**config.mk**
```make
export PLATFORM = sky130hd
export DESIGN_NAME = murmur2_string_hash_flat
export DESIGN_NICKNAME = d
export VERILOG_FILES = /design/src/hdl/mrm_pkg.sv /design/src/hdl/mrm_req_if.sv /design/src/hdl/mrm_rsp_if.sv /design/src/hdl/mrm_front.sv /design/src/hdl/mrm_queue.sv /design/src/hdl/mrm_back.sv /design/src/hdl/murmur2_string_hash.sv /design/src/flat_wrapper.sv
export SDC_FILE = /design/constraint.sdc
export NUM_CORES = 2
export LEC_CHECK = 0
export BUFFER_PORTS_ARGS = -buffer_cell sky130_fd_sc_hd__buf_4
export CORE_ASPECT_RATIO = 1.25
export CORE_MARGIN = 4
export CORE_UTILIZATION = 40
export CTS_BUF_LIST = sky130_fd_sc_hd__clkbuf_4 sky130_fd_sc_hd__clkbuf_8 sky130_fd_sc_hd__clkbuf_16
export CTS_CLUSTER_DIAMETER = 40
export CTS_CLUSTER_SIZE = 40
export DETAILED_ROUTE_END_ITERATION = 16
export PLACE_DENSITY = 0.54
export SYNTH_ARGS = -nofsm -noshare
export SYNTH_HDL_FRONTEND = slang
export SYNTH_SLANG_ARGS = --single-unit
```
**constraint.sdc**
```tcl
create_clock -name clock -period 14.3 [get_ports clock]
set_input_delay 0 -clock clock [delete_from_list [all_inputs] [get_ports clock]]
set_output_delay 0 -clock clock [all_outputs]
set_load 0.005 [all_outputs]
```
**src/hdl/mrm_pkg.sv**
```systemverilog
// shared constants, types and helpers of the murmurhash2 string hash block
package mrm_pkg;

   localparam logic [31:0] MIX_MULT = 32'h5bd1e995;
   localparam int unsigned MIX_SHIFT = 24;
   localparam int unsigned AVAL_SHIFT_A = 13;
   localparam int unsigned AVAL_SHIFT_B = 15;

   localparam int QUEUE_DEPTH = 4;
   localparam int CSR_ADDR_W = 3;
   localparam logic CSR_SEED_IDX = 1'b0;

   typedef enum logic [1:0] {
      KIND_NONE,
      KIND_FULL,
      KIND_TAIL
   } kind_type;

   typedef struct packed {
      kind_type    kind;
      logic        first;
      logic        last;
      logic [31:0] key;
      logic [31:0] init;
   } entry_type;

   // low half of the product only
   function automatic logic [31:0] mul_m(input logic [31:0] a);
      return a * MIX_MULT;
   endfunction

endpackage

```
**src/hdl/mrm_req_if.sv**
```systemverilog
// word beat channel into the hash block
interface mrm_req_if;
   logic        valid;
   logic        ready;
   logic [31:0] data_word;
   logic [2:0]  byte_count;
   logic        first_word;
   logic        last_word;
   logic [31:0] message_length;

   modport source (
      output valid, data_word, byte_count, first_word, last_word, message_length,
      input  ready
   );
   modport sink (
      input  valid, data_word, byte_count, first_word, last_word, message_length,
      output ready
   );
endinterface

```
**src/hdl/mrm_rsp_if.sv**
```systemverilog
// hash result beat channel out of the hash block
interface mrm_rsp_if;
   logic        valid;
   logic        ready;
   logic [31:0] hash_value;

   modport source (
      output valid, hash_value,
      input  ready
   );
   modport sink (
      input  valid, hash_value,
      output ready
   );
endinterface

```
**src/hdl/mrm_front.sv**
```systemverilog
// front end: accepts word beats, classifies them and pipelines the key mix
module mrm_front (
   input  logic               clock,
   input  logic               reset,
   mrm_req_if.sink            req_chan,
   input  logic [31:0]        seed,
   output mrm_pkg::entry_type push_entry,
   output logic               push_valid,
   input  logic               push_ready
);
   import mrm_pkg::*;

   logic        s1_valid_ff, s1_valid_in;
   kind_type    s1_kind_ff;
   logic        s1_first_ff;
   logic        s1_last_ff;
   logic [31:0] s1_val_ff;
   logic [31:0] s1_init_ff;

   logic        s2_valid_ff, s2_valid_in;
   entry_type   s2_entry_ff, s2_entry_in;

   logic        s1_take;
   logic        s2_take;
   logic        req_fire;
   kind_type    kind_in;
   logic [31:0] tail_mask;
   logic [31:0] s1_val_in;
   logic [31:0] fold;

   assign s2_take = !s2_valid_ff || push_ready;
   assign s1_take = !s1_valid_ff || s2_take;
   assign req_chan.ready = s1_take;
   assign req_fire = req_chan.valid && s1_take;

   // classify the beat by its byte count
   always_comb begin
      tail_mask = 32'h0000_0000;
      if (req_chan.byte_count[2]) begin
         kind_in = KIND_FULL;
      end else begin
         unique case (req_chan.byte_count[1:0])
            2'd0: kind_in = KIND_NONE;
            2'd1: begin
               kind_in   = KIND_TAIL;
               tail_mask = 32'h0000_00ff;
            end
            2'd2: begin
               kind_in   = KIND_TAIL;
               tail_mask = 32'h0000_ffff;
            end
            default: begin
               kind_in   = KIND_TAIL;
               tail_mask = 32'h00ff_ffff;
            end
         endcase
      end
   end

   assign s1_val_in = (kind_in == KIND_FULL) ? mul_m(req_chan.data_word)
                                             : (req_chan.data_word & tail_mask);

   assign s1_valid_in = s1_take ? req_chan.valid : s1_valid_ff;

   // second half of the key mix
   assign fold = s1_val_ff ^ (s1_val_ff >> MIX_SHIFT);
   always_comb begin
      s2_entry_in.kind  = s1_kind_ff;
      s2_entry_in.first = s1_first_ff;
      s2_entry_in.last  = s1_last_ff;
      s2_entry_in.key   = (s1_kind_ff == KIND_FULL) ? mul_m(fold) : s1_val_ff;
      s2_entry_in.init  = s1_init_ff;
   end

   assign s2_valid_in = s2_take ? s1_valid_ff : s2_valid_ff;

   always_ff @(posedge clock) begin
      if (reset) begin
         s1_valid_ff <= 1'b0;
         s2_valid_ff <= 1'b0;
      end else begin
         s1_valid_ff <= s1_valid_in;
         s2_valid_ff <= s2_valid_in;
      end
      if (req_fire) begin
         s1_kind_ff  <= kind_in;
         s1_first_ff <= req_chan.first_word;
         s1_last_ff  <= req_chan.last_word;
         s1_val_ff   <= s1_val_in;
         s1_init_ff  <= seed ^ req_chan.message_length;
      end
      if (s2_take && s1_valid_ff) begin
         s2_entry_ff <= s2_entry_in;
      end
   end

   assign push_valid = s2_valid_ff;
   assign push_entry = s2_entry_ff;

endmodule

```
**src/hdl/mrm_queue.sv**
```systemverilog
// short queue of classified beats between front and back
module mrm_queue #(
   parameter int DEPTH = mrm_pkg::QUEUE_DEPTH
) (
   input  logic               clock,
   input  logic               reset,
   input  mrm_pkg::entry_type push_entry,
   input  logic               push_valid,
   output logic               push_ready,
   output mrm_pkg::entry_type pop_entry,
   output logic               pop_valid,
   input  logic               pop_ready
);
   import mrm_pkg::*;

   localparam int PTR_W = (DEPTH > 1) ? $clog2(DEPTH) : 1;
   localparam int CNT_W = $clog2(DEPTH + 1);
   localparam logic [PTR_W-1:0] LAST_PTR = PTR_W'(DEPTH - 1);
   localparam logic [CNT_W-1:0] FULL_CNT = CNT_W'(DEPTH);

   entry_type        slot_ff [DEPTH];
   logic [PTR_W-1:0] head_ff, head_in;
   logic [PTR_W-1:0] tail_ff, tail_in;
   logic [CNT_W-1:0] count_ff, count_in;
   logic             push;
   logic             pop;

   assign push_ready = count_ff != FULL_CNT;
   assign pop_valid  = count_ff != '0;
   assign push = push_valid && push_ready;
   assign pop  = pop_valid && pop_ready;
   assign pop_entry = slot_ff[head_ff];

   always_comb begin
      head_in  = head_ff;
      tail_in  = tail_ff;
      count_in = count_ff;
      if (push) begin
         tail_in = (tail_ff == LAST_PTR) ? '0 : tail_ff + 1'b1;
      end
      if (pop) begin
         head_in = (head_ff == LAST_PTR) ? '0 : head_ff + 1'b1;
      end
      if (push && !pop) begin
         count_in = count_ff + 1'b1;
      end else if (pop && !push) begin
         count_in = count_ff - 1'b1;
      end
   end

   always_ff @(posedge clock) begin
      if (reset) begin
         head_ff  <= '0;
         tail_ff  <= '0;
         count_ff <= '0;
      end else begin
         head_ff  <= head_in;
         tail_ff  <= tail_in;
         count_ff <= count_in;
      end
      if (push) begin
         slot_ff[tail_ff] <= push_entry;
      end
   end

   a_count_bound: assert property (@(posedge clock) disable iff (reset)
      count_ff <= FULL_CNT)
      else $error("queue count beyond depth");

   a_count_up: assert property (@(posedge clock) disable iff (reset)
      (push && !pop) |=> count_ff == $past(count_ff) + 1'b1)
      else $error("queue count missed a push");

   a_ptr_gap: assert property (@(posedge clock) disable iff (reset)
      (count_ff == '0) |-> (head_ff == tail_ff))
      else $error("queue empty with pointers apart");

endmodule

```
**src/hdl/mrm_back.sv**
```systemverilog
// back end: accumulator update, avalanche and result register
module mrm_back (
   input  logic               clock,
   input  logic               reset,
   input  mrm_pkg::entry_type pop_entry,
   input  logic               pop_valid,
   output logic               pop_ready,
   mrm_rsp_if.source          rsp_chan
);
   import mrm_pkg::*;

   logic [31:0] acc_ff, acc_in;
   logic        fin_valid_ff, fin_valid_in;
   logic [31:0] fin_hash_ff;
   logic        av_valid_ff, av_valid_in;
   logic [31:0] av_prod_ff;
   logic        out_valid_ff, out_valid_in;
   logic [31:0] out_hash_ff;

   logic        out_take;
   logic        av_take;
   logic        fin_take;
   logic        pop_fire;
   logic [31:0] h_start;
   logic [31:0] mul_arg;
   logic [31:0] mul_res;
   logic [31:0] av_fold;

   assign out_take  = !out_valid_ff || rsp_chan.ready;
   assign av_take   = !av_valid_ff || out_take;
   assign fin_take  = !fin_valid_ff || av_take;
   assign pop_ready = fin_take;
   assign pop_fire  = pop_valid && fin_take;

   // one multiply on the accumulator loop
   assign h_start = pop_entry.first ? pop_entry.init : acc_ff;
   assign mul_arg = (pop_entry.kind == KIND_TAIL) ? (h_start ^ pop_entry.key) : h_start;
   assign mul_res = mul_m(mul_arg);

   always_comb begin
      unique case (pop_entry.kind)
         KIND_FULL: acc_in = mul_res ^ pop_entry.key;
         KIND_TAIL: acc_in = mul_res;
         default:   acc_in = h_start;
      endcase
   end

   assign av_fold = fin_hash_ff ^ (fin_hash_ff >> AVAL_SHIFT_A);

   assign fin_valid_in = fin_take ? (pop_fire && pop_entry.last) : fin_valid_ff;
   assign av_valid_in  = av_take ? fin_valid_ff : av_valid_ff;
   assign out_valid_in = out_take ? av_valid_ff : out_valid_ff;

   always_ff @(posedge clock) begin
      if (reset) begin
         acc_ff       <= '0;
         fin_valid_ff <= 1'b0;
         av_valid_ff  <= 1'b0;
         out_valid_ff <= 1'b0;
      end else begin
         if (pop_fire) begin
            acc_ff <= acc_in;
         end
         fin_valid_ff <= fin_valid_in;
         av_valid_ff  <= av_valid_in;
         out_valid_ff <= out_valid_in;
      end
      if (pop_fire) begin
         fin_hash_ff <= acc_in;
      end
      if (av_take && fin_valid_ff) begin
         av_prod_ff <= mul_m(av_fold);
      end
      if (out_take && av_valid_ff) begin
         out_hash_ff <= av_prod_ff ^ (av_prod_ff >> AVAL_SHIFT_B);
      end
   end

   assign rsp_chan.valid      = out_valid_ff;
   assign rsp_chan.hash_value = out_hash_ff;

   a_out_hold: assert property (@(posedge clock) disable iff (reset)
      (out_valid_ff && !rsp_chan.ready) |=> (out_valid_ff && $stable(out_hash_ff)))
      else $error("result beat dropped under stall");

   a_fin_feeds: assert property (@(posedge clock) disable iff (reset)
      (fin_valid_ff && av_take) |=> av_valid_ff)
      else $error("final hash lost before avalanche");

   a_acc_idle: assert property (@(posedge clock) disable iff (reset)
      !pop_fire |=> $stable(acc_ff))
      else $error("accumulator moved without a beat");

endmodule

```
**src/hdl/murmur2_string_hash.sv**
```systemverilog
// top level of the murmurhash2 string hash block
//
// req_chan carries one 32-bit little-endian message word per beat with its
// byte count, first/last marks and, on the first word, the total length.
// rsp_chan carries one 32-bit hash per message, after its last word.
// the seed register sits at byte address 0 of the apb-style port.
// words are taken one per cycle unless a stall backs up into the input; the
// accumulator loop holds one constant multiply per word, the key mix runs in
// a two-stage front pipeline. from the last word's beat, the hash passes the
// two front stages, the queue, the accumulator, the avalanche multiply and
// the output register.
// a short queue parts the front from the back, and the result sits in an
// output register, so a stalled receiver backs up the queue and then the
// input while items already inside are held without loss.
// reset clears the pipelines, the queue, the accumulator and the seed.
module murmur2_string_hash #(
   parameter int QUEUE_DEPTH = mrm_pkg::QUEUE_DEPTH
) (
   input  logic                          clock,
   input  logic                          reset,
   mrm_req_if.sink                       req_chan,
   mrm_rsp_if.source                     rsp_chan,
   input  logic                          psel,
   input  logic                          penable,
   input  logic                          pwrite,
   input  logic [mrm_pkg::CSR_ADDR_W-1:0] paddr,
   input  logic [31:0]                   pwdata,
   output logic [31:0]                   prdata,
   output logic                          pready
);
   import mrm_pkg::*;

   logic [31:0] seed_ff;
   logic        csr_write;
   logic        seed_sel;
   entry_type   push_entry;
   logic        push_valid;
   logic        push_ready;
   entry_type   pop_entry;
   logic        pop_valid;
   logic        pop_ready;

   assign pready    = 1'b1;
   assign seed_sel  = paddr[CSR_ADDR_W-1] == CSR_SEED_IDX;
   assign csr_write = psel && penable && pwrite && pready;
   assign prdata    = seed_sel ? seed_ff : 32'd0;

   always_ff @(posedge clock) begin
      if (reset) begin
         seed_ff <= '0;
      end else if (csr_write && seed_sel) begin
         seed_ff <= pwdata;
      end
   end

   mrm_front u_front (
      .clock      (clock),
      .reset      (reset),
      .req_chan   (req_chan),
      .seed       (seed_ff),
      .push_entry (push_entry),
      .push_valid (push_valid),
      .push_ready (push_ready)
   );

   mrm_queue #(
      .DEPTH (QUEUE_DEPTH)
   ) u_queue (
      .clock      (clock),
      .reset      (reset),
      .push_entry (push_entry),
      .push_valid (push_valid),
      .push_ready (push_ready),
      .pop_entry  (pop_entry),
      .pop_valid  (pop_valid),
      .pop_ready  (pop_ready)
   );

   mrm_back u_back (
      .clock     (clock),
      .reset     (reset),
      .pop_entry (pop_entry),
      .pop_valid (pop_valid),
      .pop_ready (pop_ready),
      .rsp_chan  (rsp_chan)
   );

endmodule

```
**src/flat_wrapper.sv**
```systemverilog
// flat-port wrapper written by rule: the top's interface ports become plain ports
module murmur2_string_hash_flat import mrm_pkg::*;
#(
   parameter int QUEUE_DEPTH = mrm_pkg::QUEUE_DEPTH
)
  (clock, reset, psel, penable, pwrite, paddr, pwdata, prdata, pready, req_chan_valid, req_chan_data_word, req_chan_byte_count, req_chan_first_word, req_chan_last_word, req_chan_message_length, req_chan_ready, rsp_chan_valid, rsp_chan_hash_value, rsp_chan_ready);
  mrm_req_if req_chan_i ();
  mrm_rsp_if rsp_chan_i ();
  input  logic clock;
  input  logic reset;
  input  logic psel;
  input  logic penable;
  input  logic pwrite;
  input  logic [mrm_pkg::CSR_ADDR_W-1:0] paddr;
  input  logic [31:0] pwdata;
  output logic [31:0] prdata;
  output logic pready;
  input wire logic [$bits(req_chan_i.valid)-1:0] req_chan_valid;
  input wire logic [$bits(req_chan_i.data_word)-1:0] req_chan_data_word;
  input wire logic [$bits(req_chan_i.byte_count)-1:0] req_chan_byte_count;
  input wire logic [$bits(req_chan_i.first_word)-1:0] req_chan_first_word;
  input wire logic [$bits(req_chan_i.last_word)-1:0] req_chan_last_word;
  input wire logic [$bits(req_chan_i.message_length)-1:0] req_chan_message_length;
  output wire logic [$bits(req_chan_i.ready)-1:0] req_chan_ready;
  output wire logic [$bits(rsp_chan_i.valid)-1:0] rsp_chan_valid;
  output wire logic [$bits(rsp_chan_i.hash_value)-1:0] rsp_chan_hash_value;
  input wire logic [$bits(rsp_chan_i.ready)-1:0] rsp_chan_ready;
  assign req_chan_i.valid = req_chan_valid;
  assign req_chan_i.data_word = req_chan_data_word;
  assign req_chan_i.byte_count = req_chan_byte_count;
  assign req_chan_i.first_word = req_chan_first_word;
  assign req_chan_i.last_word = req_chan_last_word;
  assign req_chan_i.message_length = req_chan_message_length;
  assign req_chan_ready = req_chan_i.ready;
  assign rsp_chan_valid = rsp_chan_i.valid;
  assign rsp_chan_hash_value = rsp_chan_i.hash_value;
  assign rsp_chan_i.ready = rsp_chan_ready;
  murmur2_string_hash #(.QUEUE_DEPTH(QUEUE_DEPTH)) u_core (.clock(clock), .reset(reset), .req_chan(req_chan_i), .rsp_chan(rsp_chan_i), .psel(psel), .penable(penable), .pwrite(pwrite), .paddr(paddr), .pwdata(pwdata), .prdata(prdata), .pready(pready));
endmodule
```
# Word level (Yosys, flattened, before mapping)
# Memories as Yosys holds them, arrays and structs flattened. A register that Yosys moved wholly into a read port is not among the register bits.
# Cells that the tools add are included.
op_classes:
  add_sub_neg: 4
  multipliers: 4
  div: 0
  magnitude_cmp: 0
  eq_ne: 9
  n_shift: 0
  n_mux: 18
  n_bitwise: 8
  reduce_logical: 27
op_table:
  columns: ["operator", "count"]
  rows:
  - ["2-to-1 mux 32 bit", 6]
  - ["multiplier 32 x 31 -> 32 bit, second input constant", 4]
  - ["bitwise XOR 32 bit", 3]
  - ["one-hot mux 24 bit (3 select lines)", 1]
  - ["one-hot mux 32 bit (2 select lines)", 1]
  - ["AND 32 bit", 1]
  - ["bitwise XOR 32 x 17 -> 32 bit", 1]
  - ["bitwise XOR 32 x 19 -> 32 bit", 1]
  - ["bitwise XOR 32 x 8 -> 32 bit", 1]
  - ["logical AND 1 bit", 12]
  - ["2-to-1 mux 2 bit", 6]
  - ["== test 2 x 1 -> 1 bit, second input constant", 4]
  - ["== test 2 bit, second input constant", 4]
  - ["zero test 1 bit", 7]
  - ["2-to-1 mux 3 bit", 2]
  - ["logical OR 1 bit", 5]
  - ["adder 2 x 1 -> 2 bit, second input constant", 2]
  - ["adder 3 x 1 -> 3 bit, second input constant", 1]
  - ["!= test 3 bit, second input constant", 1]
  - ["nonzero test 3 bit", 1]
  - ["subtractor 3 x 1 -> 3 bit, second input constant", 1]
  - ["zero test 2 bit", 1]
  - ["2-to-1 mux 1 bit", 2]
  - ["nonzero test 2 bit", 1]
  - ["inverter 1 bit", 1]
totals:
  reg_bits: 308
  latch_bits: 0
  mem_bits_rw: 272
  rom_bits: 0
  in_bits: 111
  output_inout_bits: 67
  elab_cells: 94
  mem_count: 1
mem_list:
  columns: ["name", "words", "width", "read_ports", "rd_clocked_by_memory_dff", "wr", "line_no", "text"]
  rows:
  - ["u_core.u_queue.slot_ff", 4, 68, 1, 1, 1, "mrm_queue.sv:21", "entry_type slot_ff [DEPTH];"]

# Longest topological paths before layout
logic_depth:
  word_depth: 8
  mapped_depth: 41
  ltp_nobuf: 33

# Cells and area by module
# A second synthesis with hierarchy kept.
unflattened:
  cells_unflattened: 5198
  hier_area_um2: 59109.2
modules_own_cells:
  columns: ["module", "n_inst", "cells_each", "area_each_um2"]
  rows:
  - ["mrm_back", 1, 2422, 24064.3]
  - ["mrm_front", 1, 2195, 23064.6]
  - ["mrm_queue", 1, 404, 10283.6]
  - ["murmur2_string_hash", 1, 177, 1696.6]

# Least setup slack after synthesis
# OpenSTA, ideal clock, no wires.
synth_timing:
  path_kind: "register to register"
  startpoint: "reg with a tool-made name"
  endpoint: "reg u_core.u_back.fin_hash_ff[30], data pin"
  setup_ns: 0.266
  t_arrival_ns: 10.772
  setup_slack_ns: 3.263
  path_stages_with_launch: 41
  cell_sequence: "dfxtp_1 -> buf_6 -> buf_6 -> buf_2 -> buf_2 -> buf_1 -> buf_2 -> mux4_2 -> inv_1 -> ha_1 -> clkbuf_1 -> buf_1 -> clkbuf_1 -> clkbuf_1 -> nand2_1 -> xnor2_1 -> inv_1 -> ha_1 -> [5 not listed] -> inv_1 -> fa_1 -> inv_1 -> fa_1 -> inv_1 -> fa_1 -> inv_1 -> ha_1 -> and2_1 -> a221o_1 -> a31oi_1 -> a21oi_1 -> o31ai_1 -> o21a_1 -> o311ai_0 -> xor2_1 -> a221oi_1 -> nor2_1"
synth_lines:
  columns: ["item", "line_no", "text"]
  rows:
  - ["to (signal assigned)", "mrm_back.sv:69", "fin_hash_ff <= acc_in;"]
  - ["to (decl)", "mrm_back.sv:14", "logic [31:0] fin_hash_ff;"]

==> implementation parameters <==
Parameter                              Value

Clocking
  Clk_lat worst skew ... 0.69 ns
  CTS tree ... done
  Max clock buf depth ... 3
  Hold buffer count at CTS ... 132
  Clock H-tree levels ... 3
  Setup fix buffers added after clock tree synthesis ... 0
  Number of buffers inserted during clock tree synthesis ... 75
  Cell chosen for the clock root ... sky130_fd_sc_hd__clkbuf_16
  Resize count post-CTS ... 0
  Number of sinks driven by the clock tree ... 582
  Clk slew on worst S/H paths ... 0.06 ns

Route
  Average via count per standard cell ... 4.85
  Remaining DRCs ... 0
  Initial DRC count ... 1568
  Final ANT Viol Nets ... 0
  Wirelength per Cell ... 20.1 µm
  Detailed Route WL ... 148000 µm
  Total vias in the final route ... 35800
  Number of detailed-routing iterations run before antenna repair ... 5

Floorplanning
  Boundary Pins ... 178
  Y dimension of the die ... 434 µm
  Core area ... 144000 µm²
  Die Outline Area ... 151000 µm²
  Chip width ... 349 µm
  Std cell rows ... 156
  Starting density of the core ... 0.402

Layout
  Layout Cells excl Fill ... 7375
  Sequential cell area in the final layout ... 16700 µm²
  Relative area change from synthesis to final layout ... 13.7%
  Ant diodes ... 0
  Fraction of layout instances using a drive strength above 1 ... 0.0871
  Filler instances ... 13400
  Multi-input logic area ... 36100 µm²
  Net count, final ... 7104
  Final standard cell area without fillers ... 66000 µm²

Yosys
  Proportion of synthesized flip-flops having asynchronous set or reset ... 0
  Area fraction in and, or, nand and nor cells after synthesis ... 0.0438
  Net count after synthesis ... 6745
  Share of the yosys chip area belonging to registers ... 0.288
  Library cells used by synthesis ... 85
  Share of the synthesized area in compound gates (AO/OA/AOI/OAI) ... 0.0495
  Cell accounting for the most synthesized area ... sky130_fd_sc_hd__edfxtp_1
  Share of synthesized cell area in full adder, half adder and majority cells ... 0.433
  Area of the mapped netlist ... 58000 µm²
  Count leader, synth ... sky130_fd_sc_hd__inv_1
  Seq cells post-synth ... 582
  Commonest cells post-synth ... sky130_fd_sc_hd__inv_1 (1341), sky130_fd_sc_hd__ha_1 (860), sky130_fd_sc_hd__fa_1 (715)
  Main flop type after synthesis ... sky130_fd_sc_hd__edfxtp_1
  Mean area per synthesized cell ... 11.5 µm²
  Cell types occupying the most area after synthesis ... sky130_fd_sc_hd__edfxtp_1 (26%), sky130_fd_sc_hd__fa_1 (25%), sky130_fd_sc_hd__ha_1 (19%)
  Mux contribution to synthesized area ... 0.0340
  Area share of xor/xnor cells in the synthesized design ... 0.0590
  Synthesized netlist cell count ... 5059
  Yosys warnings ... 0
  Main combinational cell family by area after synthesis ... adder cells
  Portion of synthesized cell area occupied by the leading cell type ... 0.261
  EDFF count, synth ... 504

Timing
  Hold Fails Final Rpt ... 0
  Final count of pins violating max slew ... 0
  Setup TNS Final ... 0 ns
  Relative max-transition margin ... 0.167
  Final setup margin ... 3.40 ns
  Share of the cycle needed by the critical path after routing ... 0.762
  Final setup viols ... 0
  RSZ-0062 raised after global routing ... no
  Measured slew at the worst slew-check pin ... 1.25 ns
  Worst Clk Skew ... 0.0789 ns
  Max Clock Freq ... 91.7 MHz
  Period minus WS final ... 10.90 ns

Global route
  Via count of the first global-routing pass ... 39300
  Initial antenna violation count ... 0
  Total overflow reported by the global router ... 0
  Total GRT Usage ... 0.202
  Global-route wire length before repair ... 232000 µm
  Largest net degree at the start of global routing ... 61

Setup path
  Type of origin of the critical path ... register
  Worst endpoint data arrival time ... 11.29 ns
  Endpoint kind of the worst setup timing path ... register
  CP max FO ... 33
  Most frequent cell on the critical path ... sky130_fd_sc_hd__inv_1
  WP data required ... 14.69 ns
  Worst path bufs/invs ... 9
  Master of the slowest instance on the critical path ... sky130_fd_sc_hd__dfxtp_4
  Family of cells with the greatest summed delay on the critical path ... adder cells
  WS Path Type ... register to register
  Delay contributed by the slowest stage of the critical path ... 0.80 ns

Status
  Status ... completed

Worst hold path
  Worst min path class ... input pin to register
  Hold Path Origin ... req_chan_first_word

Place
  Buffers on Ports ... 174
  HPWL after detailed placement ... 119000 µm
  Cell total after placement ... 7105
  Cell Area, Placed ... 62000 µm²
  Post-placement worst setup slack ... 3.34 ns
  Routability congestion estimate from global placement ... 0.873

Flow run
  Count of maximum capacitance violations ... 0
==> logic make-up after synthesis <==
group | Yosys count
simple gates | 546
other cells | 1
xor+xnor | 372
mux | 107
flops | 582
compound gates | 446
fa+ha+maj | 1582
buf+inv | 1423
==> worst reg2reg max path: cells and delay by family (launching register included) <==
kind                       cells  cell delay [ns]
muxes                          1             0.64
adders and majority gates      9             4.12
DFF                            1             0.80
buffers and inverters          9             1.28
and+or+nand+nor                3             0.42
xor gates and xnor gates       2             0.83
AOI/OAI and AO/OA              7             2.54
==> cell type report <==
class	count	area share
Inverter	1342	0.0763
Clock buffer	81	0.0299
Clock inverter	57	0.0112
Multi-Input combinational cell	3054	0.547
Timing Repair Buffer	363	0.0463
Sequential cell	582	0.253
Tap cell	1896	0.0359
==> layout by cell type, fill, tap and decap left out, drive strengths merged, types with 13 or more instances in the layout <==
| cell type | netlist | final |
|---|---|---|
| nor2 | 85 | 85 |
| mux2i | 38 | 38 |
| a221oi | 18 | 18 |
| clkinv | 1 | 26 |
| nand3 | 21 | 21 |
| buf | 21 | 231 |
| fa | 715 | 715 |
| nor2b | 52 | 52 |
| edfxtp | 504 | 504 |
| a21o | 41 | 41 |
| clkbuf | 60 | 81 |
| and2 | 37 | 37 |
| o21bai | 15 | 15 |
| a211oi | 19 | 19 |
| dfxtp | 78 | 78 |
| mux4 | 68 | 68 |
| inv | 1341 | 1363 |
| and3 | 13 | 13 |
| dlygate4sd3 | 0 | 132 |
| xnor2 | 188 | 188 |
| ha | 860 | 860 |
| o21ai | 80 | 80 |
| xor2 | 176 | 176 |
| o21a | 20 | 20 |
| nor3 | 16 | 16 |
| a21oi | 164 | 164 |
| nand2 | 262 | 262 |
==> layer usage <==
layer  global-route usage  share of wire  up-vias
met4               0.0670          0.035        0
met1                0.238           0.40    18000
li1                     -              -    17000
met5                    0              0        -
met3               0.0192          0.024      225
met2                0.384           0.54      559
==> flip-flops by register name, indices dropped and copies added, names as in the netlist, 2 cells and up, named ones only <==
name,count
u_core.u_queue.head_ff,2
u_core.u_back.acc_ff,32
u_core.u_queue.tail_ff,2
u_core.u_front.s1_init_ff,32
u_core.u_front.s1_kind_ff,2
u_core.u_back.av_prod_ff,32
u_core.u_back.fin_hash_ff,32
u_core.u_front.push_entry,68
u_core.u_front.s1_val_ff,32
u_core.seed_ff,32
u_core.u_queue.slot_ff,272
u_core.u_back.rsp_chan.hash_value,32
u_core.u_queue.count_ff,3
==> metrics by stage <==
step | hold WS (ns) | utilization
2_1_floorplan | 0.0302 | -
3_3_place_gp | 0.181 | 0.429
3_5_place_dp | 0.180 | 0.429
4_1_cts | 0.0113 | 0.457
5_1_grt | 0.0483 | 0.457
6_report | 0.0826 | 0.457
==> path summary, 6_finish.rpt <==
path                                                      end  slack [ns]  cells after the start
worst min register to register  u_core.u_front.push_entry[19]        0.41                      0
worst max register to register  u_core.u_back.fin_hash_ff[28]        3.40                     31
worst min-delay path               u_core.u_front.s1_first_ff        0.08                      2
worst max-delay path            u_core.u_back.fin_hash_ff[28]        3.40                     31
Power is left out: the tool's default activity adds up to more than one toggle a clock period on the data nets, which glitch-free logic cannot reach.
